`src/rtl/core/gmt_pkg.sv`:
```
// Shared codes, defaults and types of the gossip membership table.
package gmt_pkg;

	// Default table size and counter width.
	localparam int DEF_MAX_MEMBERS = 16;
	localparam int DEF_COUNT_WIDTH = 32;

	// Configuration port layout.
	localparam int PADDR_W = 3;
	localparam int PDATA_W = 32;
	localparam logic CFG_SELF_INDEX = 1'b0;
	localparam logic CFG_SUSPICION  = 1'b1;

	// Member status codes.
	localparam logic [1:0] ST_ALIVE = 2'd0;
	localparam logic [1:0] ST_SUS   = 2'd1;
	localparam logic [1:0] ST_DEAD  = 2'd2;

	// Item modes.
	localparam logic [1:0] MODE_MERGE = 2'd0;
	localparam logic [1:0] MODE_PING  = 2'd1;
	localparam logic [1:0] MODE_LEAVE = 2'd2;

	// Update decision for one table entry.
	typedef struct packed {
		logic       changed;
		logic       marked;
		logic       refuted;
		logic       self_dead;
		logic       new_valid;
		logic [1:0] new_status;
		logic       sus_we;
		logic       sus_clr;
		logic       dead_we;
		logic       dead_clr;
	} gmt_upd_t;

endpackage

```
`src/rtl/core/gmt_merge.sv`:
```
// Merge, ping timeout and leave rules applied to one table entry.
module gmt_merge #(
	parameter int COUNT_WIDTH = gmt_pkg::DEF_COUNT_WIDTH
) (
	input  logic [1:0]             mode,
	input  logic [1:0]             gst,
	input  logic [COUNT_WIDTH-1:0] ginc,
	input  logic                   is_self,
	input  logic                   sus_on,
	input  logic                   cur_valid,
	input  logic [1:0]             cur_status,
	input  logic [COUNT_WIDTH-1:0] cur_inc,
	output gmt_pkg::gmt_upd_t      upd,
	output logic [COUNT_WIDTH-1:0] new_inc
);
	import gmt_pkg::*;

	logic inc_lt;
	logic inc_le;
	logic inc_max;

	// Incarnation comparisons shared by the rules.
	assign inc_lt  = cur_inc < ginc;
	assign inc_le  = cur_inc <= ginc;
	assign inc_max = &cur_inc;

	// Decide the new entry contents and the flags of this item.
	always_comb begin
		upd            = '0;
		upd.new_valid  = cur_valid;
		upd.new_status = cur_status;
		new_inc        = cur_inc;
		case (mode)
			MODE_MERGE: begin
				if (!cur_valid) begin
					// A join takes alive or suspect gossip as it stands.
					if (gst == ST_ALIVE || gst == ST_SUS) begin
						upd.new_valid  = 1'b1;
						upd.new_status = gst;
						new_inc        = ginc;
						upd.sus_we     = 1'b1;
						upd.sus_clr    = !(gst == ST_SUS && sus_on);
						upd.dead_we    = 1'b1;
						upd.dead_clr   = 1'b1;
						upd.changed    = 1'b1;
						upd.marked     = 1'b1;
					end
				end else begin
					case (gst)
						ST_ALIVE: begin
							if ((cur_status == ST_ALIVE ||
								(cur_status == ST_SUS && sus_on)) && inc_lt) begin
								upd.new_status = ST_ALIVE;
								new_inc        = ginc;
								upd.changed    = 1'b1;
								upd.marked     = 1'b1;
							end
						end
						ST_DEAD: begin
							if (cur_status != ST_DEAD) begin
								upd.new_status = ST_DEAD;
								upd.dead_we    = 1'b1;
								upd.changed    = 1'b1;
								upd.marked     = 1'b1;
								upd.self_dead  = is_self;
							end
						end
						ST_SUS: begin
							if (sus_on) begin
								if (is_self) begin
									// Refute by bumping the own incarnation when it matches and is not saturated.
									if (cur_inc == ginc && !inc_max) begin
										new_inc = cur_inc + COUNT_WIDTH'(1);
									end
									upd.changed = 1'b1;
									upd.marked  = 1'b1;
									upd.refuted = 1'b1;
								end else if (cur_status == ST_SUS && inc_lt) begin
									new_inc     = ginc;
									upd.sus_we  = 1'b1;
									upd.changed = 1'b1;
									upd.marked  = 1'b1;
								end else if (cur_status == ST_ALIVE && inc_le) begin
									upd.new_status = ST_SUS;
									new_inc        = ginc;
									upd.sus_we     = 1'b1;
									upd.changed    = 1'b1;
									upd.marked     = 1'b1;
								end
							end
						end
						default: begin
						end
					endcase
				end
			end
			MODE_PING: begin
				// An alive target is suspected, or a live one declared dead without suspicion.
				if (cur_valid && cur_status != ST_DEAD) begin
					if (cur_status == ST_ALIVE && sus_on) begin
						upd.new_status = ST_SUS;
						upd.sus_we     = 1'b1;
						upd.changed    = 1'b1;
					end else if (!sus_on) begin
						upd.new_status = ST_DEAD;
						upd.dead_we    = 1'b1;
						upd.changed    = 1'b1;
					end
					upd.marked = 1'b1;
				end
			end
			MODE_LEAVE: begin
				if (cur_valid) begin
					upd.new_status = ST_DEAD;
					upd.dead_we    = 1'b1;
					upd.changed    = 1'b1;
					upd.marked     = 1'b1;
				end
			end
			default: begin
			end
		endcase
	end

endmodule

```
`src/rtl/core/gossip_membership_table_merge.sv`:
```
// Top level of the gossip membership table with suspicion-aware merging.
// The table holds MAX_MEMBERS peers indexed by member number; each item
// does one read-modify-write of one entry. An item is taken every cycle
// while results are taken. The input stage reads the entry's incarnation from
// the table memory (with a bypass of the write of the item ahead); the rule
// stage then applies the rules and writes the entry and the result register
// together. Status, valid and gossip marks sit in flip-flops cleared at
// reset; incarnations and the suspicion and death periods sit in memories
// that need no clearing because an entry that is not valid reads as zero.
// Configuration must be written through the APB-style port only while the
// block is idle; the block itself does not enforce this.
module gossip_membership_table_merge #(
	parameter int MAX_MEMBERS = gmt_pkg::DEF_MAX_MEMBERS,
	parameter int COUNT_WIDTH = gmt_pkg::DEF_COUNT_WIDTH
) (
	input  logic                        clk,
	input  logic                        arst_n,
	// Configuration port.
	input  logic                        psel,
	input  logic                        penable,
	input  logic                        pwrite,
	input  logic [gmt_pkg::PADDR_W-1:0] paddr,
	input  logic [gmt_pkg::PDATA_W-1:0] pwdata,
	output logic [gmt_pkg::PDATA_W-1:0] prdata,
	output logic                        pready,
	// Item channel.
	input  logic                        item_valid,
	output logic                        item_ready,
	input  logic [1:0]                  mode,
	input  logic [3:0]                  member_index,
	input  logic [1:0]                  entry_status,
	input  logic [31:0]                 entry_incarnation,
	input  logic [31:0]                 current_period,
	// Result channel.
	output logic                        result_valid,
	input  logic                        result_ready,
	output logic                        entry_changed,
	output logic                        new_valid,
	output logic [1:0]                  new_status,
	output logic [31:0]                 new_incarnation,
	output logic                        marked_for_send,
	output logic                        self_refuted,
	output logic                        self_declared_dead
);
	import gmt_pkg::*;

	localparam int IW = $clog2(MAX_MEMBERS);
	localparam int CW = COUNT_WIDTH;

	// Configuration registers.
	logic [3:0] self_q;
	logic       susp_q;
	logic       cfg_we;

	// Table storage.
	logic          valid_q [MAX_MEMBERS];
	logic [1:0]    state_q [MAX_MEMBERS];
	logic          mark_q  [MAX_MEMBERS];
	logic [CW-1:0] inc_mem  [MAX_MEMBERS];
	logic [CW-1:0] sus_mem  [MAX_MEMBERS];
	logic [CW-1:0] dead_mem [MAX_MEMBERS];

	// Input stage.
	logic          vld_s1;
	logic [1:0]    mode_s1;
	logic [3:0]    idx_s1;
	logic [IW-1:0] addr_s1;
	logic          range_s1;
	logic [1:0]    gst_s1;
	logic [CW-1:0] ginc_s1;
	logic [CW-1:0] per_s1;
	logic [CW-1:0] inc_rd_s1;

	// Rule evaluation and write control.
	logic          in_range;
	logic [IW-1:0] in_addr;
	logic          advance;
	logic          accept;
	logic          wr_go;
	logic          cur_valid;
	logic [1:0]    cur_status;
	logic [CW-1:0] cur_inc;
	gmt_upd_t      upd;
	logic [CW-1:0] next_inc;

	// Result register.
	logic out_vld_q;

	// Configuration writes and reads; every transfer completes at once.
	assign pready = 1'b1;
	assign cfg_we = psel && penable && pwrite;

	always_ff @(posedge clk or negedge arst_n) begin
		if (!arst_n) begin
			self_q <= 4'd0;
			susp_q <= 1'b1;
		end else if (cfg_we) begin
			case (paddr[2])
				CFG_SELF_INDEX: self_q <= pwdata[3:0];
				CFG_SUSPICION:  susp_q <= pwdata[0];
				default: begin
				end
			endcase
		end
	end

	always_comb begin
		case (paddr[2])
			CFG_SELF_INDEX: prdata = {{(PDATA_W-4){1'b0}}, self_q};
			CFG_SUSPICION:  prdata = {{(PDATA_W-1){1'b0}}, susp_q};
			default:        prdata = '0;
		endcase
	end

	// Handshake: the input stage moves on when the result register frees up.
	assign advance    = !out_vld_q || result_ready;
	assign item_ready = !vld_s1 || advance;
	assign accept     = item_valid && item_ready;
	assign wr_go      = vld_s1 && advance && range_s1;

	assign in_range = {28'd0, member_index} < MAX_MEMBERS;
	assign in_addr  = IW'(member_index);

	always_ff @(posedge clk or negedge arst_n) begin
		if (!arst_n) begin
			vld_s1 <= 1'b0;
		end else if (item_ready) begin
			vld_s1 <= item_valid;
		end
	end

	// Input register and incarnation read, bypassing the write of the item ahead.
	always_ff @(posedge clk) begin
		if (accept) begin
			mode_s1  <= mode;
			idx_s1   <= member_index;
			addr_s1  <= in_addr;
			range_s1 <= in_range;
			gst_s1   <= entry_status;
			ginc_s1  <= CW'(entry_incarnation);
			per_s1   <= CW'(current_period);
			if (wr_go && upd.changed && addr_s1 == in_addr) begin
				inc_rd_s1 <= next_inc;
			end else begin
				inc_rd_s1 <= inc_mem[in_addr];
			end
		end
	end

	// Current entry; an entry that is not valid reads as all zero.
	assign cur_valid  = valid_q[addr_s1];
	assign cur_status = cur_valid ? state_q[addr_s1] : ST_ALIVE;
	assign cur_inc    = cur_valid ? inc_rd_s1 : '0;

	gmt_merge #(
		.COUNT_WIDTH(CW)
	) u_merge (
		.mode      (mode_s1),
		.gst       (gst_s1),
		.ginc      (ginc_s1),
		.is_self   (idx_s1 == self_q),
		.sus_on    (susp_q),
		.cur_valid (cur_valid),
		.cur_status(cur_status),
		.cur_inc   (cur_inc),
		.upd       (upd),
		.new_inc   (next_inc)
	);

	// Flag and status flip-flops of the table.
	always_ff @(posedge clk or negedge arst_n) begin
		if (!arst_n) begin
			for (int i = 0; i < MAX_MEMBERS; i++) begin
				valid_q[i] <= 1'b0;
				state_q[i] <= ST_ALIVE;
				mark_q[i]  <= 1'b0;
			end
		end else if (wr_go) begin
			if (upd.changed) begin
				valid_q[addr_s1] <= upd.new_valid;
				state_q[addr_s1] <= upd.new_status;
			end
			if (upd.marked) begin
				mark_q[addr_s1] <= 1'b1;
			end
		end
	end

	// Incarnation and period memories.
	always_ff @(posedge clk) begin
		if (wr_go) begin
			if (upd.changed) begin
				inc_mem[addr_s1] <= next_inc;
			end
			if (upd.sus_we) begin
				sus_mem[addr_s1] <= upd.sus_clr ? '0 : per_s1;
			end
			if (upd.dead_we) begin
				dead_mem[addr_s1] <= upd.dead_clr ? '0 : per_s1;
			end
		end
	end

	// Result register; an index beyond the table gives an all-zero result.
	always_ff @(posedge clk or negedge arst_n) begin
		if (!arst_n) begin
			out_vld_q <= 1'b0;
		end else if (advance) begin
			out_vld_q <= vld_s1;
		end
	end

	always_ff @(posedge clk) begin
		if (vld_s1 && advance) begin
			entry_changed      <= range_s1 && upd.changed;
			new_valid          <= range_s1 && upd.new_valid;
			new_status         <= range_s1 ? upd.new_status : ST_ALIVE;
			new_incarnation    <= range_s1 ? 32'(next_inc) : 32'd0;
			marked_for_send    <= range_s1 && upd.marked;
			self_refuted       <= range_s1 && upd.refuted;
			self_declared_dead <= range_s1 && upd.self_dead;
		end
	end

	assign result_valid = out_vld_q;

endmodule

```
`config.mk`:
```
export PLATFORM = sky130hd
export DESIGN_NAME = gossip_membership_table_merge
export DESIGN_NICKNAME = d
export VERILOG_FILES = /design/src/rtl/core/gmt_pkg.sv /design/src/rtl/core/gmt_merge.sv /design/src/rtl/core/gossip_membership_table_merge.sv
export SDC_FILE = /design/constraint.sdc
export NUM_CORES = 1
export LEC_CHECK = 0
export ABC_AREA = 1
export BUFFER_PORTS_ARGS = -buffer_cell sky130_fd_sc_hd__buf_2
export CAP_MARGIN = 20
export CORE_UTILIZATION = 65
export DETAILED_ROUTE_END_ITERATION = 10
export GPL_ROUTABILITY_DRIVEN = 0
export PLACE_DENSITY_LB_ADDON = 0.12
export REMOVE_ABC_BUFFERS = 1
export SYNTH_ARGS = -nofsm -noshare
export SYNTH_HDL_FRONTEND = slang
export SYNTH_HIERARCHICAL = 1
export SYNTH_SLANG_ARGS = --single-unit
```
`constraint.sdc`:
```
create_clock -name clk -period 10 [get_ports clk]
set_input_delay 0.5 -clock clk [delete_from_list [all_inputs] [get_ports clk]]
set_output_delay 0.5 -clock clk [all_outputs]
set_load 0.02 [all_outputs]
```
==> impl_metrics.toml, run 1 <==
[outcome]
status = "completed"

[die]
die_w_um = 225
io_pins = 188
rows = 81
initial_core_util = 0.660
core_um2 = 49100
chipHeight_um = 225
die-area_um2 = 50700

[drt]
drt_pass1_iterations = 6
vias = 25198
via_per_inst = 6.11
routed_wl_um = 88300
drtIter0Drc = 3457
final_antenna_net_count = 0
wire_per_inst_um = 21.4
drc = 0

[worst_setup_path]
cp.required_ns = 10.25
rr_worst_depth = 25
cpMostUsedCell = "nand2_1"
cp.arrival_ns = 7.70
timing.rr.start = "addr_s1[0]"
start_kind = "register"
rrSetupSlack_ns = 2.56
crit_slowest_cell = "nor2_4"
setup.worst_path.class = "reg -> reg"
critPathMaxStageDelay_ns = 0.72
endpoint_kind = "register"
worst_r2r_endpoint = "inc_mem[0][30]"
critical_path_peak_fanout = 35

[global_routing]
grt_max_degree = 94
grt.met1_usage = 0.474
use_met2 = 0.563
met3_usage = 0.0623
busiest_layer = "met2"
antenna_found_initial = 0
gr-usage-all-layers = 0.353
grt_pass1_vias = 24093
grt_pass1_wl_um = 134000
gr-total-overflow = 0

[sta]
tightestPinTransition_ns = 1.17
max_slew_margin = 0.218
setup_viol = 0
fin_crit_ns = 7.44
final_hold_viol_count = 0
fmax_ghz = 0.134
finalClockSkew_ns = 0.0253
rsz0062_at_grt = "false"
fin_setup_tns_ns = 0
fin_ws_ns = 2.56
slew_violations = 0
fin_crit_sh = 0.744

[cells_and_area]
drive_gt1_frac = 0.108
final_cell_mix = "nand2_1 (1176), edfxtp_1 (623), nand3_1 (475)"
final_common_cell = "nand2_1"
syn2layout_area_growth_pct = 9.78
diodes = 0
fin_util = 0.725
nets = 3556
fill_cells = 3483

[cts]
ctsResizeCount = 0
cts_made_buffers = 69
cts_hold_buf = 0
cts_num_sinks = 678
cts_setup_buffers = 0
clk_latency_ns = 0.63
htreeDepth = 3
cts_root_buf = "clkbuf_16"
clkTransAtPathRegs_ns = 0.06
cts_buffer_depth = 3
cts_tree = "done"

[placed_design]
dp_hpwl_um = 49900
dp_slack_ns = 2.83
io_buffers = 96

[power_and_ir_drop]
max-vdd-ir-drop_mv = 0.184
powerDensity_nw_per_um2 = 199
leakage_uw = 0.0145
fin_total_pwr_uw = 7060

[hold_path]
hold_path_class = "in -> async"

[synthesis]
syn_area_um2 = 32400
yosys_warnings = 6
syn_inst = 3359
avgSynthCellArea_um2 = 9.64

[job]
maxCapViolCount = 0
==> critical path, delay by kind of cell, from the launching register on <==
kind | cells | cell delay, ns
AND/OR/NAND/NOR | 18 | 4.74
buffers and inverters | 2 | 0.62
AO/OA/AOI/OAI | 4 | 0.62
flip-flops | 1 | 0.59
adder cells (fa/ha/maj) | 1 | 0.40
==> state kept, by name (all words and copies together), names as in the netlist <==
signal,cells
ginc_s1,32
new_incarnation,32
self_declared_dead,1
vld_s1,1
inc_rd_s1,32
inc_mem,512
new_valid,1
marked_for_send,1
mode_s1,2
self_refuted,1
self_q,4
result_valid,1
addr_s1,4
new_status,2
gst_s1,2
entry_changed,1
susp_q,1
state_q,32
valid_q,16
==> power by group <==
part	internal [uW]	switching (uW)	leakage, uW
registers	3340	70.0	0.00638
clock network	1450	1060	0.00107
logic	292	853	0.00703
==> routing by layer <==
| metal | vias to the layer above | part of all wire | wire length [um] |
|---|---|---|---|
| met1 | 11891 | 0.38 | 33800 |
| met5 | - | 0 | 0 |
| li1 | 11405 | - | - |
| met2 | 1632 | 0.46 | 41000 |
| met4 | 0 | 0.044 | 3910 |
| met3 | 270 | 0.11 | 9570 |
==> stage by stage <==
stage | std cells | hold WS (ns) | cell area, um^2
after floorplan | 3179 | 0.204 | 31400
after global placement | 3993 | 0.481 | 33300
after detailed placement | 3998 | 0.489 | 33300
after CTS | 4120 | 0.0113 | 35500
after global routing | 4124 | 0.0355 | 35500
final | 4124 | 0.0164 | 35500
==> area by class of cell <==
cell class                      count  area [um^2]  area share
Clock inverter                     38          325     0.00915
Timing Repair Buffer              159          962      0.0271
Inverter                          218          836      0.0235
Multi-Input combinational cell   2283        10700       0.300
Sequential cell                   678        20100       0.565
Clock buffer                       84         1860      0.0522
Tap cell                          664          831      0.0234
==> worst max-delay path by stage <==
stage                from             end  slack [ns]
2_1_floorplan  addr_s1[0]   inc_mem[4][0]        3.69
3_5_place_dp   addr_s1[0]  inc_mem[0][24]        2.83
4_1_cts        addr_s1[0]  inc_mem[0][30]        2.69
5_1_grt        addr_s1[0]  inc_mem[0][30]        2.25
3_3_place_gp   addr_s1[0]  inc_mem[1][22]        3.02
6_report       addr_s1[0]  inc_mem[0][30]        2.56
Note: power is estimated with default switching activity, not from simulation.
==> run 2, diff against run 1 <==
--- a/config.mk
+++ b/config.mk
@@ -8,7 +8,7 @@
 export ABC_AREA = 1
 export BUFFER_PORTS_ARGS = -buffer_cell sky130_fd_sc_hd__buf_2
 export CAP_MARGIN = 20
-export CORE_UTILIZATION = 65
+export CORE_UTILIZATION = 61
 export DETAILED_ROUTE_END_ITERATION = 10
 export GPL_ROUTABILITY_DRIVEN = 0
 export PLACE_DENSITY_LB_ADDON = 0.12
==> constraint.sdc (replaced) <==
create_clock -name clk -period 7.2 [get_ports clk]
set_input_delay 0.36 -clock clk [delete_from_list [all_inputs] [get_ports clk]]
set_output_delay 0.36 -clock clk [all_outputs]
set_load 0.02 [all_outputs]
==> run 2 against run 1 <==
Against the previous run: count of clock-buffer cells in the layout rose by 11; final cell count rose by 2.1%; sequential power rose by 39%; setup slack got worse by 1.9 ns; clock power rose by 41%; non-clock buffer count rose by 60; flip-flop and latch count did not move; largest power group unchanged; utilization fell by 3.5 points; critical path depth rose by 1; total power rose by 40%.
==> impl_metrics.toml, run 2 (synthesized netlist as in run 1, its figures left out) <==
[sta]
rsz0062_at_grt = "false"
setup_viol = 0
fin_setup_tns_ns = 0
max_slew_margin = 0.273
whs_ns = 0.0467
finalClockSkew_ns = 0.0234
slew_violations = 0
final_hold_viol_count = 0
fin_crit_sh = 0.915
fmax_ghz = 0.152
fin_crit_ns = 6.59
tightestPinTransition_ns = 1.09

[power_and_ir_drop]
comb_power_share = 0.161
clock_power_share = 0.359
p_int_uw = 7140
p_sw_frac = 0.276
powerDensity_nw_per_um2 = 272
max-vdd-ir-drop_mv = 0.251
switchingPower_uw = 2730
leakage_uw = 0.0148
p_seq_frac = 0.480

[worst_setup_path]
worst_r2r_endpoint = "inc_mem[0][13]"
setup.worst_path.class = "reg -> reg"
cp.required_ns = 7.50
timing.rr.start = "addr_s1[0]"
rr_worst_depth = 26
endpoint_kind = "register"
critPathLaunch = "addr_s1[0]"
rrSetupSlack_ns = 0.61
cp.arrival_ns = 6.89
critical_path_peak_fanout = 35
crit_end = "inc_mem[0][13]"
start_kind = "register"

[global_routing]
gr-total-overflow = 0
gr-usage-all-layers = 0.321
antenna_found_initial = 1
grt_max_degree = 139
grt_pass1_wl_um = 132000
grt_pass1_vias = 24012

[placed_design]
dp_hpwl_um = 51800
io_buffers = 96

[die]
die-area_um2 = 54000
initial_core_util = 0.616
io_pins = 188
rows = 84
chipHeight_um = 232
core_um2 = 52600
die_w_um = 232

[cells_and_area]
multi_input_comb_area_um2 = 10600
diodes = 0
syn2layout_area_growth_pct = 12.0
nets = 3618
final_common_cell = "nand2_1"
largest-register = "inc_mem"
largest_reg_flops = 512
drive_gt1_frac = 0.110
fill_cells = 3972
regArea_um2 = 20100
final_cell_mix = "nand2_1 (1176), edfxtp_1 (623), nand3_1 (475)"

[cts]
cts_root_buf = "clkbuf_16"
cts_buffer_depth = 3
ctsResizeCount = 0
cts_made_buffers = 71
htreeDepth = 3
cts_tree = "done"
cts_num_sinks = 678
clkTransAtPathRegs_ns = 0.06
clk_latency_ns = 0.61

[drt]
drc = 0
via_per_inst = 5.93
wire_per_inst_um = 20.4
drtIter0Drc = 2683
drt_pass1_iterations = 7
routed_wl_um = 85700
final_antenna_net_count = 0
vias = 24972

[outcome]
status = "completed"

[hold_path]
hold_path_class = "in -> reg"

[job]
maxCapViolCount = 0
run 2: cell types whose count changed in the layout (fill, tap and decap cells not counted), moves of 2 or more:
cell / before / now
dlygate4sd3_1: 0 / 43
clkbuf_1: 11 / 22
buf_4: 64 / 74
buf_12: 0 / 7
clkinv_1: 18 / 12
inv_6: 5 / 3
run 2: power groups by stage:
stage	sequential [uW]	combinational, uW	clock, uW
5_1_grt	4750	1760	3740
3_3_place_gp	4810	1480	0
3_5_place_dp	4810	1530	0
6_report	4730	1590	3540
2_1_floorplan	4830	953	0
4_1_cts	4730	1560	3590
run 2: what timing repair did:
item,CTS,global route
buffers inserted,0,0
endpoints found under the hold margin,96,0
hold buffers,43,0
run 2: per-layer routing:
layer,GRT usage,routed length (um)
met2,0.515,40300
met5,0,0
met1,0.437,34900
met4,0.145,3560
met3,0.0450,6950
run 2: worst min-delay path by stage:
stage / start / to / slack (ns) / cells past startpoint
finish: pwdata[2] / self_q[2] / 0.05 / 3
global route: pwdata[2] / self_q[2] / 0.04 / 3
CTS: pwdata[2] / self_q[2] / 0.01 / 3
detailed placement: valid_q[1] / valid_q[1] / 0.49 / 2
global placement: valid_q[5] / valid_q[5] / 0.48 / 2
floorplan: arst_n / result_valid / 0.06 / 0
run 2: stage by stage:
stage | utilization | power [uW] | instance area (um^2) | setup WS [ns] | instances
2_1_floorplan | - | 5790 | 31400 | 0.893 | 3179
3_3_place_gp | 0.638 | 6290 | 33500 | 0.881 | 4035
3_5_place_dp | 0.639 | 6340 | 33600 | 0.766 | 4037
4_1_cts | 0.689 | 9880 | 36200 | 0.726 | 4204
5_1_grt | 0.690 | 10200 | 36300 | 0.244 | 4210
6_report | 0.690 | 9870 | 36300 | 0.614 | 4210
run 2: critical path, cell delays in order (launching register included):
cell,delay [ns]
edfxtp_1,0.63
inv_1,0.19
nand2_4,0.27
nor2_1,0.07
nor2_1,0.10
nand2_1,0.07
nand2_1,0.07
nand2_2,0.10
nor2_8,0.62
nor2_1,0.34
ha_1,0.41
a21oi_1,0.17
o21ai_0,0.12
nand2_1,0.08
nand2_1,0.09
nor2_4,0.19
nand2_4,0.16
nand2_4,0.38
nor2_1,0.18
o221ai_1,0.21
nand2_1,0.12
nand2_1,0.10
inv_1,0.05
nor2_2,0.24
nand2_1,0.37
nor2_4,0.68
buf_12,0.24
run 2: final cells by class:
class | count | area share
Clock buffer | 95 | 0.0527
Clock inverter | 29 | 0.00852
Inverter | 218 | 0.0230
Multi-Input combinational cell | 2283 | 0.294
Sequential cell | 678 | 0.554
Tap cell | 688 | 0.0237
Timing Repair Buffer | 219 | 0.0443
